$ cat config.mk
export PLATFORM = sky130hd
export DESIGN_NAME = cdma_sms_pdu_decoder_unit
export DESIGN_NICKNAME = d
export VERILOG_FILES = /design/src/rtl/cdma_sms_pkg.sv /design/src/rtl/cdma_sms_pdu_decoder_unit.sv /design/src/rtl/cdma_sms_parse.sv /design/src/rtl/cdma_sms_ofifo.sv
export SDC_FILE = /design/constraint.sdc
export NUM_CORES = 1
export LEC_CHECK = 0
export ABC_AREA = 0
export CAP_MARGIN = 20
export CORE_ASPECT_RATIO = 0.7
export CORE_MARGIN = 2
export CORE_UTILIZATION = 60
export DETAILED_ROUTE_END_ITERATION = 12
export DONT_BUFFER_PORTS = 1
export HOLD_SLACK_MARGIN = 0.06
export PLACE_DENSITY = 0.83
export RECOVER_POWER = 25
export SYNTH_ARGS = -nofsm -noshare
export SYNTH_HDL_FRONTEND = slang
export SYNTH_SLANG_ARGS = --single-unit
export TNS_END_PERCENT = 50
$ cat constraint.sdc
create_clock -name clk -period 10.5 [get_ports clk]
set_input_delay 1.575 -clock clk [delete_from_list [all_inputs] [get_ports clk]]
set_output_delay 1.575 -clock clk [all_outputs]
set_load 0.005 [all_outputs]
$ cat src/rtl/cdma_sms_pkg.sv
// Shared types, codes and per-bit parse helpers for the CDMA SMS PDU decoder.
// Used by the parser, the output queue, the top level and the checker.
// No dependencies.
package cdma_sms_pkg;

    // Result kinds carried on tuser
    localparam logic [1:0] KIND_DIGIT = 2'd0;
    localparam logic [1:0] KIND_TEXT  = 2'd1;
    localparam logic [1:0] KIND_BAD   = 2'd2;
    localparam logic [1:0] KIND_END   = 2'd3;

    // Parameter and subparameter codes
    localparam logic [7:0] PARAM_ORIGIN   = 8'd2;
    localparam logic [7:0] PARAM_BEARER   = 8'd8;
    localparam logic [7:0] SUBP_USER_DATA = 8'd1;
    localparam logic [7:0] SUBP_MSG_WAIT  = 8'd11;

    // Text encodings that carry characters
    localparam logic [4:0] ENC_7BIT_A = 5'd2;
    localparam logic [4:0] ENC_7BIT_B = 5'd3;
    localparam logic [4:0] ENC_OCTET  = 5'd8;

    // Status flag bit positions
    localparam int FLG_VM     = 0;
    localparam int FLG_WAIT   = 1;
    localparam int FLG_SENDER = 2;
    localparam int FLG_TEXT   = 3;

    // Output queue geometry
    localparam int FIFO_DEPTH = 4;
    localparam int FIFO_PTR_W = $clog2(FIFO_DEPTH);
    localparam int FIFO_CNT_W = $clog2(FIFO_DEPTH + 1);

    typedef enum logic [1:0] {
        OUT_HDR,
        OUT_CODE,
        OUT_LEN,
        OUT_BODY
    } outer_t;

    typedef enum logic [1:0] {
        SUB_CODE_ST,
        SUB_LEN_ST,
        SUB_BODY_ST,
        SUB_WAIT_ST
    } sub_t;

    // Bit reader state for one parameter or subparameter body
    typedef struct packed {
        logic [10:0] bit_pos;
        logic [7:0]  shift;
        logic [7:0]  count;
        logic [4:0]  enc;
        logic [2:0]  char_bit;
    } body_t;

    // One result record
    typedef struct packed {
        logic [1:0] kind;
        logic [7:0] char_value;
        logic [3:0] flags;
        logic       final_res;
    } rec_t;

    // Result of consuming one bit
    typedef struct packed {
        body_t      body;
        logic       emit;
        logic [1:0] kind;
        logic [7:0] value;
    } step_t;

    // Records pushed into the output queue for one input item
    typedef struct packed {
        logic [1:0] n;
        rec_t       first;
        rec_t       second;
    } push_t;

    // Map a 4-bit address digit to ASCII
    function automatic logic [7:0] digit_char(input logic [3:0] d);
        logic [7:0] c;
        case (d)
            4'd1:    c = 8'h31;
            4'd2:    c = 8'h32;
            4'd3:    c = 8'h33;
            4'd4:    c = 8'h34;
            4'd5:    c = 8'h35;
            4'd6:    c = 8'h36;
            4'd7:    c = 8'h37;
            4'd8:    c = 8'h38;
            4'd9:    c = 8'h39;
            4'd10:   c = 8'h30;
            4'd11:   c = 8'h2A;
            4'd12:   c = 8'h23;
            default: c = 8'h2E;
        endcase
        return c;
    endfunction

    // Consume one bit of an origin address body
    function automatic step_t number_bit(input body_t bd, input logic b);
        step_t r;
        r       = '0;
        r.body  = bd;
        r.kind  = KIND_DIGIT;
        if (bd.bit_pos >= 11'd2 && bd.bit_pos <= 11'd9) begin
            r.body.shift = {bd.shift[6:0], b};
            if (bd.bit_pos == 11'd9) begin
                r.body.count = {bd.shift[6:0], b};
                r.body.shift = '0;
            end
        end else if (bd.bit_pos >= 11'd10 && bd.count != 8'd0) begin
            r.body.shift = {4'd0, bd.shift[2:0], b};
            // a digit closes every fourth bit from position ten
            if (bd.bit_pos[1:0] == 2'd1) begin
                r.emit       = 1'b1;
                r.value      = digit_char({bd.shift[2:0], b});
                r.body.shift = '0;
                r.body.count = bd.count - 8'd1;
            end
        end
        r.body.bit_pos = bd.bit_pos + 11'd1;
        return r;
    endfunction

    // Consume one bit of a user data body
    function automatic step_t text_bit(input body_t bd, input logic b);
        step_t      r;
        logic       ok;
        logic [7:0] nshift;
        logic [2:0] wlast;
        r      = '0;
        r.body = bd;
        ok     = (bd.enc == ENC_7BIT_A) || (bd.enc == ENC_7BIT_B) || (bd.enc == ENC_OCTET);
        nshift = {bd.shift[6:0], b};
        wlast  = (bd.enc == ENC_OCTET) ? 3'd7 : 3'd6;
        if (bd.bit_pos < 11'd5) begin
            r.body.enc = {bd.enc[3:0], b};
        end else if (bd.bit_pos <= 11'd12) begin
            r.body.shift = nshift;
            if (bd.bit_pos == 11'd12) begin
                r.body.count = nshift;
                r.body.shift = '0;
                if (!ok) begin
                    r.emit = 1'b1;
                    r.kind = KIND_BAD;
                end
            end
        end else if (ok && bd.count != 8'd0) begin
            r.body.shift = nshift;
            if (bd.char_bit == wlast) begin
                r.emit          = 1'b1;
                r.kind          = KIND_TEXT;
                r.value         = nshift;
                r.body.shift    = '0;
                r.body.count    = bd.count - 8'd1;
                r.body.char_bit = '0;
            end else begin
                r.body.char_bit = bd.char_bit + 3'd1;
            end
        end
        r.body.bit_pos = bd.bit_pos + 11'd1;
        return r;
    endfunction

endpackage

$ cat src/rtl/cdma_sms_pdu_decoder_unit.sv
// Top level of the CDMA SMS PDU decoder: input register, parser, result queue.
// Depends on cdma_sms_pkg, cdma_sms_parse and cdma_sms_ofifo.
//
// Feed the PDU as uppercase ASCII hex characters, one per transfer, with tlast
// on the final character. One character is taken every cycle while the result
// queue has room; each waits in the input register until the parser takes it.
// A character yields at most one digit, text character or bad-encoding marker,
// and the final character adds the end record (tuser = 3, tlast = 1) carrying
// the status flags. The four-entry result queue sets the pace when the output
// side stalls: input is held while fewer than two queue entries are free.
module cdma_sms_pdu_decoder_unit (
    input  logic        clk,
    input  logic        rst_n,
    input  logic        s_axis_tvalid,
    output logic        s_axis_tready,
    input  logic [7:0]  s_axis_tdata,   // [7:0] hex_char
    input  logic        s_axis_tlast,   // last
    output logic        m_axis_tvalid,
    input  logic        m_axis_tready,
    output logic [15:0] m_axis_tdata,   // [7:0] char_value, [8] voicemail, [9] waiting,
                                        // [10] sender_seen, [11] text_seen, [15:12] zero
    output logic [1:0]  m_axis_tuser,   // [1:0] kind
    output logic        m_axis_tlast    // final_res
);

    logic                in_valid_reg, in_valid_next;
    logic [7:0]          in_char_reg;
    logic                in_last_reg;
    logic                go;
    logic                room;
    cdma_sms_pkg::push_t push;
    cdma_sms_pkg::rec_t  out_rec;

    assign go            = in_valid_reg && room;
    assign s_axis_tready = !in_valid_reg || go;

    // Hold the input register until the parser takes it
    always_comb
    begin
        in_valid_next = in_valid_reg;
        if (s_axis_tvalid && s_axis_tready)
            in_valid_next = 1'b1;
        else if (go)
            in_valid_next = 1'b0;
    end

    always_ff @(posedge clk or negedge rst_n)
    begin
        if (!rst_n)
            in_valid_reg <= 1'b0;
        else
            in_valid_reg <= in_valid_next;
    end

    always_ff @(posedge clk)
    begin
        if (s_axis_tvalid && s_axis_tready) begin
            in_char_reg <= s_axis_tdata;
            in_last_reg <= s_axis_tlast;
        end
    end

    cdma_sms_parse u_parse (
        .clk      (clk),
        .rst_n    (rst_n),
        .go       (go),
        .hex_char (in_char_reg),
        .last     (in_last_reg),
        .push     (push)
    );

    cdma_sms_ofifo u_ofifo (
        .clk       (clk),
        .rst_n     (rst_n),
        .push      (push),
        .room      (room),
        .out_valid (m_axis_tvalid),
        .out_ready (m_axis_tready),
        .out_rec   (out_rec)
    );

    // Pack the result record onto the master side
    assign m_axis_tdata = {4'd0, out_rec.flags, out_rec.char_value};
    assign m_axis_tuser = out_rec.kind;
    assign m_axis_tlast = out_rec.final_res;

endmodule

$ cat src/rtl/cdma_sms_parse.sv
// PDU parser: turns one registered hex character into at most two result records.
// Depends on cdma_sms_pkg.
module cdma_sms_parse (
    input  logic                 clk,
    input  logic                 rst_n,
    input  logic                 go,
    input  logic [7:0]           hex_char,
    input  logic                 last,
    output cdma_sms_pkg::push_t  push
);

    cdma_sms_pkg::outer_t outer_reg, outer_next;
    cdma_sms_pkg::sub_t   sub_reg, sub_next;
    logic                 nib_phase_reg, nib_phase_next;
    logic [7:0]           param_code_reg, param_code_next;
    logic [7:0]           param_left_reg, param_left_next;
    logic [7:0]           sub_code_reg, sub_code_next;
    logic [7:0]           sub_left_reg, sub_left_next;
    cdma_sms_pkg::body_t  body_reg, body_next;
    logic [3:0]           flags_reg, flags_next;

    logic [3:0]           nib;
    logic                 byte_end;
    logic                 emit_v;
    cdma_sms_pkg::rec_t   emit_rec;
    cdma_sms_pkg::rec_t   end_rec;

    // Decode the character into a nibble
    assign nib      = (hex_char > 8'h39) ? (hex_char[3:0] + 4'd9) : hex_char[3:0];
    assign byte_end = nib_phase_reg;

    // Next state and emitted records
    always_comb
    begin
        cdma_sms_pkg::body_t bd;
        cdma_sms_pkg::step_t sv;
        logic [7:0]          byte_val;
        logic [7:0]          left_val;
        outer_next      = outer_reg;
        sub_next        = sub_reg;
        nib_phase_next  = ~nib_phase_reg;
        param_code_next = param_code_reg;
        param_left_next = param_left_reg;
        sub_code_next   = sub_code_reg;
        sub_left_next   = sub_left_reg;
        body_next       = body_reg;
        flags_next      = flags_reg;
        emit_v          = 1'b0;
        emit_rec        = '0;
        bd              = body_reg;
        sv              = '0;
        byte_val        = {body_reg.shift[3:0], nib};
        left_val        = '0;

        case (outer_reg)
            cdma_sms_pkg::OUT_HDR:
            begin
                if (byte_end)
                    outer_next = cdma_sms_pkg::OUT_CODE;
            end
            cdma_sms_pkg::OUT_CODE:
            begin
                if (!byte_end) begin
                    body_next.shift = {4'd0, nib};
                end else begin
                    param_code_next = byte_val;
                    outer_next      = cdma_sms_pkg::OUT_LEN;
                end
            end
            cdma_sms_pkg::OUT_LEN:
            begin
                if (!byte_end) begin
                    body_next.shift = {4'd0, nib};
                end else begin
                    param_left_next = byte_val;
                    if (param_code_reg == cdma_sms_pkg::PARAM_ORIGIN)
                        flags_next[cdma_sms_pkg::FLG_SENDER] = 1'b1;
                    body_next  = '0;
                    sub_next   = cdma_sms_pkg::SUB_CODE_ST;
                    outer_next = (byte_val == 8'd0) ? cdma_sms_pkg::OUT_CODE
                                                    : cdma_sms_pkg::OUT_BODY;
                end
            end
            default:
            begin
                if (param_code_reg == cdma_sms_pkg::PARAM_ORIGIN) begin
                    // walk the four bits, most significant first
                    for (int i = 0; i < 4; i++) begin
                        sv = cdma_sms_pkg::number_bit(bd, nib[3 - i]);
                        bd = sv.body;
                        if (sv.emit) begin
                            emit_v              = 1'b1;
                            emit_rec.kind       = sv.kind;
                            emit_rec.char_value = sv.value;
                        end
                    end
                    body_next = bd;
                end else if (param_code_reg == cdma_sms_pkg::PARAM_BEARER) begin
                    case (sub_reg)
                        cdma_sms_pkg::SUB_CODE_ST:
                        begin
                            if (!byte_end) begin
                                body_next.shift = {4'd0, nib};
                            end else begin
                                sub_code_next = byte_val;
                                sub_next      = cdma_sms_pkg::SUB_LEN_ST;
                            end
                        end
                        cdma_sms_pkg::SUB_LEN_ST:
                        begin
                            if (!byte_end) begin
                                body_next.shift = {4'd0, nib};
                            end else begin
                                left_val      = byte_val;
                                sub_left_next = left_val;
                                if (sub_code_reg == cdma_sms_pkg::SUBP_USER_DATA)
                                    flags_next[cdma_sms_pkg::FLG_TEXT] = 1'b1;
                                body_next = '0;
                                if (sub_code_reg == cdma_sms_pkg::SUBP_MSG_WAIT &&
                                    left_val == 8'd1) begin
                                    flags_next[cdma_sms_pkg::FLG_VM]   = 1'b1;
                                    flags_next[cdma_sms_pkg::FLG_WAIT] = 1'b0;
                                    sub_next = cdma_sms_pkg::SUB_WAIT_ST;
                                end else begin
                                    sub_next = (left_val == 8'd0) ? cdma_sms_pkg::SUB_CODE_ST
                                                                  : cdma_sms_pkg::SUB_BODY_ST;
                                end
                            end
                        end
                        default:
                        begin
                            if (sub_reg == cdma_sms_pkg::SUB_WAIT_ST) begin
                                // merge the count byte; any set bit means waiting
                                body_next.shift = body_reg.shift | {4'd0, nib};
                                if (byte_end && (body_reg.shift | {4'd0, nib}) != 8'd0)
                                    flags_next[cdma_sms_pkg::FLG_WAIT] = 1'b1;
                            end else if (sub_code_reg == cdma_sms_pkg::SUBP_USER_DATA) begin
                                for (int i = 0; i < 4; i++) begin
                                    sv = cdma_sms_pkg::text_bit(bd, nib[3 - i]);
                                    bd = sv.body;
                                    if (sv.emit) begin
                                        emit_v              = 1'b1;
                                        emit_rec.kind       = sv.kind;
                                        emit_rec.char_value = sv.value;
                                    end
                                end
                                body_next = bd;
                            end
                            if (byte_end) begin
                                sub_left_next = sub_left_reg - 8'd1;
                                if (sub_left_reg == 8'd1)
                                    sub_next = cdma_sms_pkg::SUB_CODE_ST;
                            end
                        end
                    endcase
                end
                if (byte_end) begin
                    param_left_next = param_left_reg - 8'd1;
                    if (param_left_reg == 8'd1)
                        outer_next = cdma_sms_pkg::OUT_CODE;
                end
            end
        endcase

        // The end record reports the flags as left by this character
        end_rec            = '0;
        end_rec.kind       = cdma_sms_pkg::KIND_END;
        end_rec.flags      = flags_next;
        end_rec.final_res  = 1'b1;

        // Drop all parse state at the end of the PDU
        if (last) begin
            outer_next      = cdma_sms_pkg::OUT_HDR;
            sub_next        = cdma_sms_pkg::SUB_CODE_ST;
            nib_phase_next  = 1'b0;
            param_code_next = '0;
            param_left_next = '0;
            sub_code_next   = '0;
            sub_left_next   = '0;
            body_next       = '0;
            flags_next      = '0;
        end
    end

    // Records handed to the output queue
    always_comb
    begin
        push        = '0;
        push.second = end_rec;
        if (go) begin
            push.n     = {1'b0, emit_v} + {1'b0, last};
            push.first = emit_v ? emit_rec : end_rec;
        end
    end

    // Advance the parse state on each processed character
    always_ff @(posedge clk or negedge rst_n)
    begin
        if (!rst_n) begin
            outer_reg      <= cdma_sms_pkg::OUT_HDR;
            sub_reg        <= cdma_sms_pkg::SUB_CODE_ST;
            nib_phase_reg  <= 1'b0;
            param_code_reg <= '0;
            param_left_reg <= '0;
            sub_code_reg   <= '0;
            sub_left_reg   <= '0;
            body_reg       <= '0;
            flags_reg      <= '0;
        end else if (go) begin
            outer_reg      <= outer_next;
            sub_reg        <= sub_next;
            nib_phase_reg  <= nib_phase_next;
            param_code_reg <= param_code_next;
            param_left_reg <= param_left_next;
            sub_code_reg   <= sub_code_next;
            sub_left_reg   <= sub_left_next;
            body_reg       <= body_next;
            flags_reg      <= flags_next;
        end
    end

endmodule

$ cat src/rtl/cdma_sms_ofifo.sv
// Four-entry result queue: takes up to two records a cycle, hands out one while out_ready is high.
// Depends on cdma_sms_pkg.
module cdma_sms_ofifo (
    input  logic                 clk,
    input  logic                 rst_n,
    input  cdma_sms_pkg::push_t  push,
    output logic                 room,
    output logic                 out_valid,
    input  logic                 out_ready,
    output cdma_sms_pkg::rec_t   out_rec
);

    cdma_sms_pkg::rec_t                  mem [cdma_sms_pkg::FIFO_DEPTH];
    logic [cdma_sms_pkg::FIFO_PTR_W-1:0] wr_ptr_reg, wr_ptr_next;
    logic [cdma_sms_pkg::FIFO_PTR_W-1:0] rd_ptr_reg, rd_ptr_next;
    logic [cdma_sms_pkg::FIFO_CNT_W-1:0] count_reg, count_next;
    logic                                pop;
    logic [cdma_sms_pkg::FIFO_PTR_W-1:0] wr_ptr_inc;

    assign out_valid  = (count_reg != '0);
    assign out_rec    = mem[rd_ptr_reg];
    assign pop        = out_valid && out_ready;
    assign room       = (count_reg <= cdma_sms_pkg::FIFO_CNT_W'(cdma_sms_pkg::FIFO_DEPTH - 2));
    assign wr_ptr_inc = wr_ptr_reg + cdma_sms_pkg::FIFO_PTR_W'(1);

    // Pointer and fill bookkeeping
    always_comb
    begin
        wr_ptr_next = wr_ptr_reg + cdma_sms_pkg::FIFO_PTR_W'(push.n);
        rd_ptr_next = rd_ptr_reg + cdma_sms_pkg::FIFO_PTR_W'(pop);
        count_next  = count_reg + cdma_sms_pkg::FIFO_CNT_W'(push.n)
                    - cdma_sms_pkg::FIFO_CNT_W'(pop);
    end

    always_ff @(posedge clk or negedge rst_n)
    begin
        if (!rst_n) begin
            wr_ptr_reg <= '0;
            rd_ptr_reg <= '0;
            count_reg  <= '0;
        end else begin
            wr_ptr_reg <= wr_ptr_next;
            rd_ptr_reg <= rd_ptr_next;
            count_reg  <= count_next;
        end
    end

    // Write the pushed records in order
    always_ff @(posedge clk)
    begin
        if (push.n != 2'd0)
            mem[wr_ptr_reg] <= push.first;
        if (push.n == 2'd2)
            mem[wr_ptr_inc] <= push.second;
    end

endmodule

==> impl_metrics.json <==
{
  "outcome": "finished, final reports clean",
  "r2r_cells": 30,
  "ant_nets": 0,
  "drt_first_pass_iters": 6,
  "min_delay_worst_endpoint": "u_ofifo.mem[1][12]$_SDFFE_PP0N_",
  "number_of_flops_mapped_to_enable_cells_by_yosys": 25,
  "holdCritStartpoint": "u_ofifo.mem[1][12]$_SDFFE_PP0N_",
  "post_synth_instance_area_um2": 15700,
  "netlist-cell-type-count": 108,
  "drt-total-wl_um": 62700,
  "area_share_of_and_or_nand_nor_cells_after_synthesis": 0.256,
  "drtIter0Drc": 3187,
  "initial_core_util": 0.611,
  "average_size_of_a_mapped_cell_um2": 7.52,
  "start_kind": "register",
  "critPathCaptureType": "register",
  "cp_max_fo": 24,
  "relSlewSlack": 0.212,
  "clock_latency_ns": 0.46,
  "cts_made_buffers": 17,
  "yosysMostFrequentCell": "sky130_fd_sc_hd__nand2_1",
  "core_area_um2": 25700,
  "placementRows": 49,
  "vias_per_cell": 7.67,
  "diodes": 0,
  "grt_overflow_total": 0,
  "post-synth-top-area-fraction": 0.134,
  "die-width_um": 197,
  "setup_violation_total_in_the_final_timing_report": 0,
  "gr-usage-all-layers": 0.450,
  "grt_first_pass_wirelength_um": 95500,
  "slew_violations": 0,
  "finalWorstPathRequiredPeriod_ns": 9.83,
  "min-delay-path-class": "register to register",
  "routabilityCongestion": 1.11,
  "clock_tree.htree_level_count": 4,
  "yosysWarningCount": 0,
  "cts-root-buf": "sky130_fd_sc_hd__clkbuf_16",
  "syn_to_final_growth_pct": 5.27,
  "synthTopCellsByCount": "sky130_fd_sc_hd__nand2_1 (265), sky130_fd_sc_hd__nor2_1 (205), sky130_fd_sc_hd__o21ai_0 (148)",
  "whs_path_depth": 2,
  "clock-skew-final_ns": 0.0186,
  "dp_hpwl_um": 47200,
  "rr_endpoint": "u_ofifo.mem[1][3]$_DFFE_PP_",
  "r2r_start": "u_parse.body_reg[24]$_DFFE_PN0P_",
  "finalCritPeriodShare": 0.936,
  "cts-root-to-sink-buffers": 2,
  "delay_of_the_slowest_critical_path_stage_ns": 0.79,
  "reg2reg_setup_slack_ns": 0.67,
  "critical_path.slowest_cell": "sky130_fd_sc_hd__dfrtp_1",
  "die_height_um": 139,
  "ys_ff_latch": 153,
  "number_of_antenna_violations_at_the_first_check_in_global_routing": 1,
  "maximum_number_of_pins_on_one_net_before_global_route_repair": 85,
  "largest_reg_flops": 60,
  "post_synth_xor_area_fraction": 0.0351,
  "hold_viol_final": 0,
  "synth_top_family_by_area": "compound AO/OA/AOI/OAI gates",
  "num-nets-final": 2068,
  "sequential_standard_cell_area_um2": 3730,
  "ranking_of_synthesized_cells_by_area": "sky130_fd_sc_hd__dfrtp_1 (13%), sky130_fd_sc_hd__nand2_1 (6.3%), sky130_fd_sc_hd__dfxtp_1 (5.6%)",
  "synth_area_in_compound_gates": 0.326,
  "postCtsHoldBufs": 0,
  "die_area_um2": 27500,
  "fmax_mhz": 102,
  "grt_setup_unrepaired": "false",
  "netlist_instances": 2087,
  "tns_ns": 0,
  "worstMarginPinSlew_ns": 1.17,
  "reg_clk_slew_reported_paths_ns": 0.08,
  "worst-setup-path-type": "register to register",
  "post_cts_resized": 0,
  "detailroute.via_count": 18100,
  "yosysTopAreaCell": "sky130_fd_sc_hd__dfrtp_1",
  "route.detailed.drc": 0,
  "synth-seq-area-share": 0.238,
  "max-cap-violations": 0,
  "post_cts.repair.setup_buffers": 0,
  "first_global_vias": 16100,
  "boundaryPins": 34,
  "wl_per_cell_um": 26.6,
  "port_buffers": 0,
  "synthFlopType": "sky130_fd_sc_hd__dfrtp_1",
  "worstPathArrival_ns": 10.12,
  "layout-drive-gt1-share": 0.0857,
  "worst_path_most_repeated_cell": "sky130_fd_sc_hd__ha_1",
  "tritoncts_clock_tree": "built",
  "synthArstFlopShare": 0.549,
  "worstPathRequired_ns": 10.80,
  "multi_input_area_um2": 11100,
  "synth_fa_ha_area_frac": 0.0300,
  "fill_cells": 2190,
  "multiplexer_area_fraction_after_synthesis": 0.0616,
  "cts.sink_count": 153
}
==> metrics by stage <==
step | hold WS (ns) | utilization | instances | area [um2] | setup slack [ns]
after floorplan | 0.418 | - | 2090 | 15700 | 2.47
after global placement | 0.428 | 0.618 | 2328 | 15900 | 1.37
after detailed placement | 0.446 | 0.618 | 2328 | 15900 | 1.02
after CTS | 0.460 | 0.642 | 2360 | 16500 | 0.994
after global routing | 0.488 | 0.643 | 2362 | 16500 | 0.0957
final | 0.456 | 0.643 | 2362 | 16500 | 0.672
==> critical path: cells and delay by family, from the launching register on <==
| family | cells | cell delay (ns) |
|---|---|---|
| and+or+nand+nor | 6 | 2.48 |
| DFF | 1 | 0.79 |
| buffers and inverters | 6 | 0.77 |
| AOI/OAI and AO/OA | 13 | 4.19 |
| adders and majority gates | 5 | 1.45 |
==> final cells by class <==
| cell class | instances | share of cell area |
|---|---|---|
| clock buffers | 17 | 0.0258 |
| clock inverters | 15 | 0.0113 |
| inverters | 70 | 0.0161 |
| multi-input cells | 1730 | 0.675 |
| flip-flops and latches | 153 | 0.226 |
| well taps | 331 | 0.0251 |
| repair buffers | 46 | 0.0212 |
==> cell families after synthesis <==
| kind of cell | Yosys count |
|---|---|
| AND/OR/NAND/NOR | 827 |
| adder cells (fa/ha/maj) | 37 |
| AO/OA/AOI/OAI | 725 |
| flip-flops | 153 |
| other | 1 |
| XOR/XNOR | 62 |
| buffers and inverters | 207 |
| multiplexers | 75 |
==> how the worst max path moves through the flow <==
stage	depth (start not counted)	to	startpoint	slack (ns)
after detailed placement	32	u_ofifo.mem[1][3]$_DFFE_PP_	u_parse.body_reg[8]$_DFFE_PN0P_	1.02
after global placement	32	u_ofifo.mem[0][2]$_DFFE_PP_	u_parse.body_reg[8]$_DFFE_PN0P_	1.37
after global routing	32	u_ofifo.mem[1][3]$_DFFE_PP_	u_parse.body_reg[8]$_DFFE_PN0P_	0.1
after CTS	32	u_ofifo.mem[1][3]$_DFFE_PP_	u_parse.body_reg[8]$_DFFE_PN0P_	0.99
final	30	u_ofifo.mem[1][3]$_DFFE_PP_	u_parse.body_reg[24]$_DFFE_PN0P_	0.67
after floorplan	34	u_ofifo.count_reg[2]$_DFF_PN0_	u_parse.body_reg[8]$_DFFE_PN0P_	2.47
==> per-layer routing <==
| metal | up-vias | GRT usage | share of wire |
|---|---|---|---|
| met5 | - | 0 | 0 |
| met3 | 223 | 0.161 | 0.18 |
| li1 | 7800 | - | - |
| met1 | 8515 | 0.660 | 0.40 |
| met4 | 0 | 0.142 | 0.037 |
| met2 | 1586 | 0.611 | 0.39 |
==> placed cells by master (no fill, tap or decap), types with 12 or more instances in the layout <==
| cell type | Yosys | final |
|---|---|---|
| sky130_fd_sc_hd__and2_1 | 25 | 25 |
| sky130_fd_sc_hd__nand2b_1 | 14 | 14 |
| sky130_fd_sc_hd__o31ai_1 | 43 | 43 |
| sky130_fd_sc_hd__nand2_1 | 265 | 265 |
| sky130_fd_sc_hd__a211oi_1 | 19 | 19 |
| sky130_fd_sc_hd__o22a_1 | 16 | 16 |
| sky130_fd_sc_hd__dfrtp_1 | 84 | 84 |
| sky130_fd_sc_hd__nor2b_1 | 23 | 23 |
| sky130_fd_sc_hd__a31oi_1 | 28 | 28 |
| sky130_fd_sc_hd__a21oi_1 | 124 | 124 |
| sky130_fd_sc_hd__nor4_1 | 23 | 23 |
| sky130_fd_sc_hd__xnor2_1 | 43 | 43 |
| sky130_fd_sc_hd__inv_1 | 67 | 67 |
| sky130_fd_sc_hd__nor3_1 | 59 | 59 |
| sky130_fd_sc_hd__nand4_1 | 29 | 29 |
| sky130_fd_sc_hd__a22oi_1 | 30 | 30 |
| sky130_fd_sc_hd__o31a_1 | 12 | 12 |
| sky130_fd_sc_hd__mux2_2 | 18 | 18 |
| sky130_fd_sc_hd__or3_1 | 12 | 12 |
| sky130_fd_sc_hd__a32oi_1 | 13 | 13 |
| sky130_fd_sc_hd__dfxtp_1 | 44 | 44 |
| sky130_fd_sc_hd__o221ai_1 | 15 | 15 |
| sky130_fd_sc_hd__xor2_1 | 18 | 18 |
| sky130_fd_sc_hd__o211ai_1 | 26 | 26 |
| sky130_fd_sc_hd__clkbuf_16 | 0 | 17 |
| sky130_fd_sc_hd__o22ai_1 | 34 | 34 |
| sky130_fd_sc_hd__nand3_1 | 66 | 66 |
| sky130_fd_sc_hd__mux2i_1 | 41 | 41 |
| sky130_fd_sc_hd__a311oi_1 | 12 | 12 |
| sky130_fd_sc_hd__o21ai_0 | 148 | 148 |
| sky130_fd_sc_hd__nor2_1 | 205 | 205 |
| sky130_fd_sc_hd__and3_1 | 21 | 21 |
| sky130_fd_sc_hd__buf_4 | 5 | 44 |
| sky130_fd_sc_hd__ha_1 | 36 | 36 |
| sky130_fd_sc_hd__mux4_2 | 15 | 15 |
| sky130_fd_sc_hd__edfxtp_1 | 25 | 25 |
Power is not shown: default switching activity piles up to over one toggle a cycle in this logic, so the estimate is an artifact.
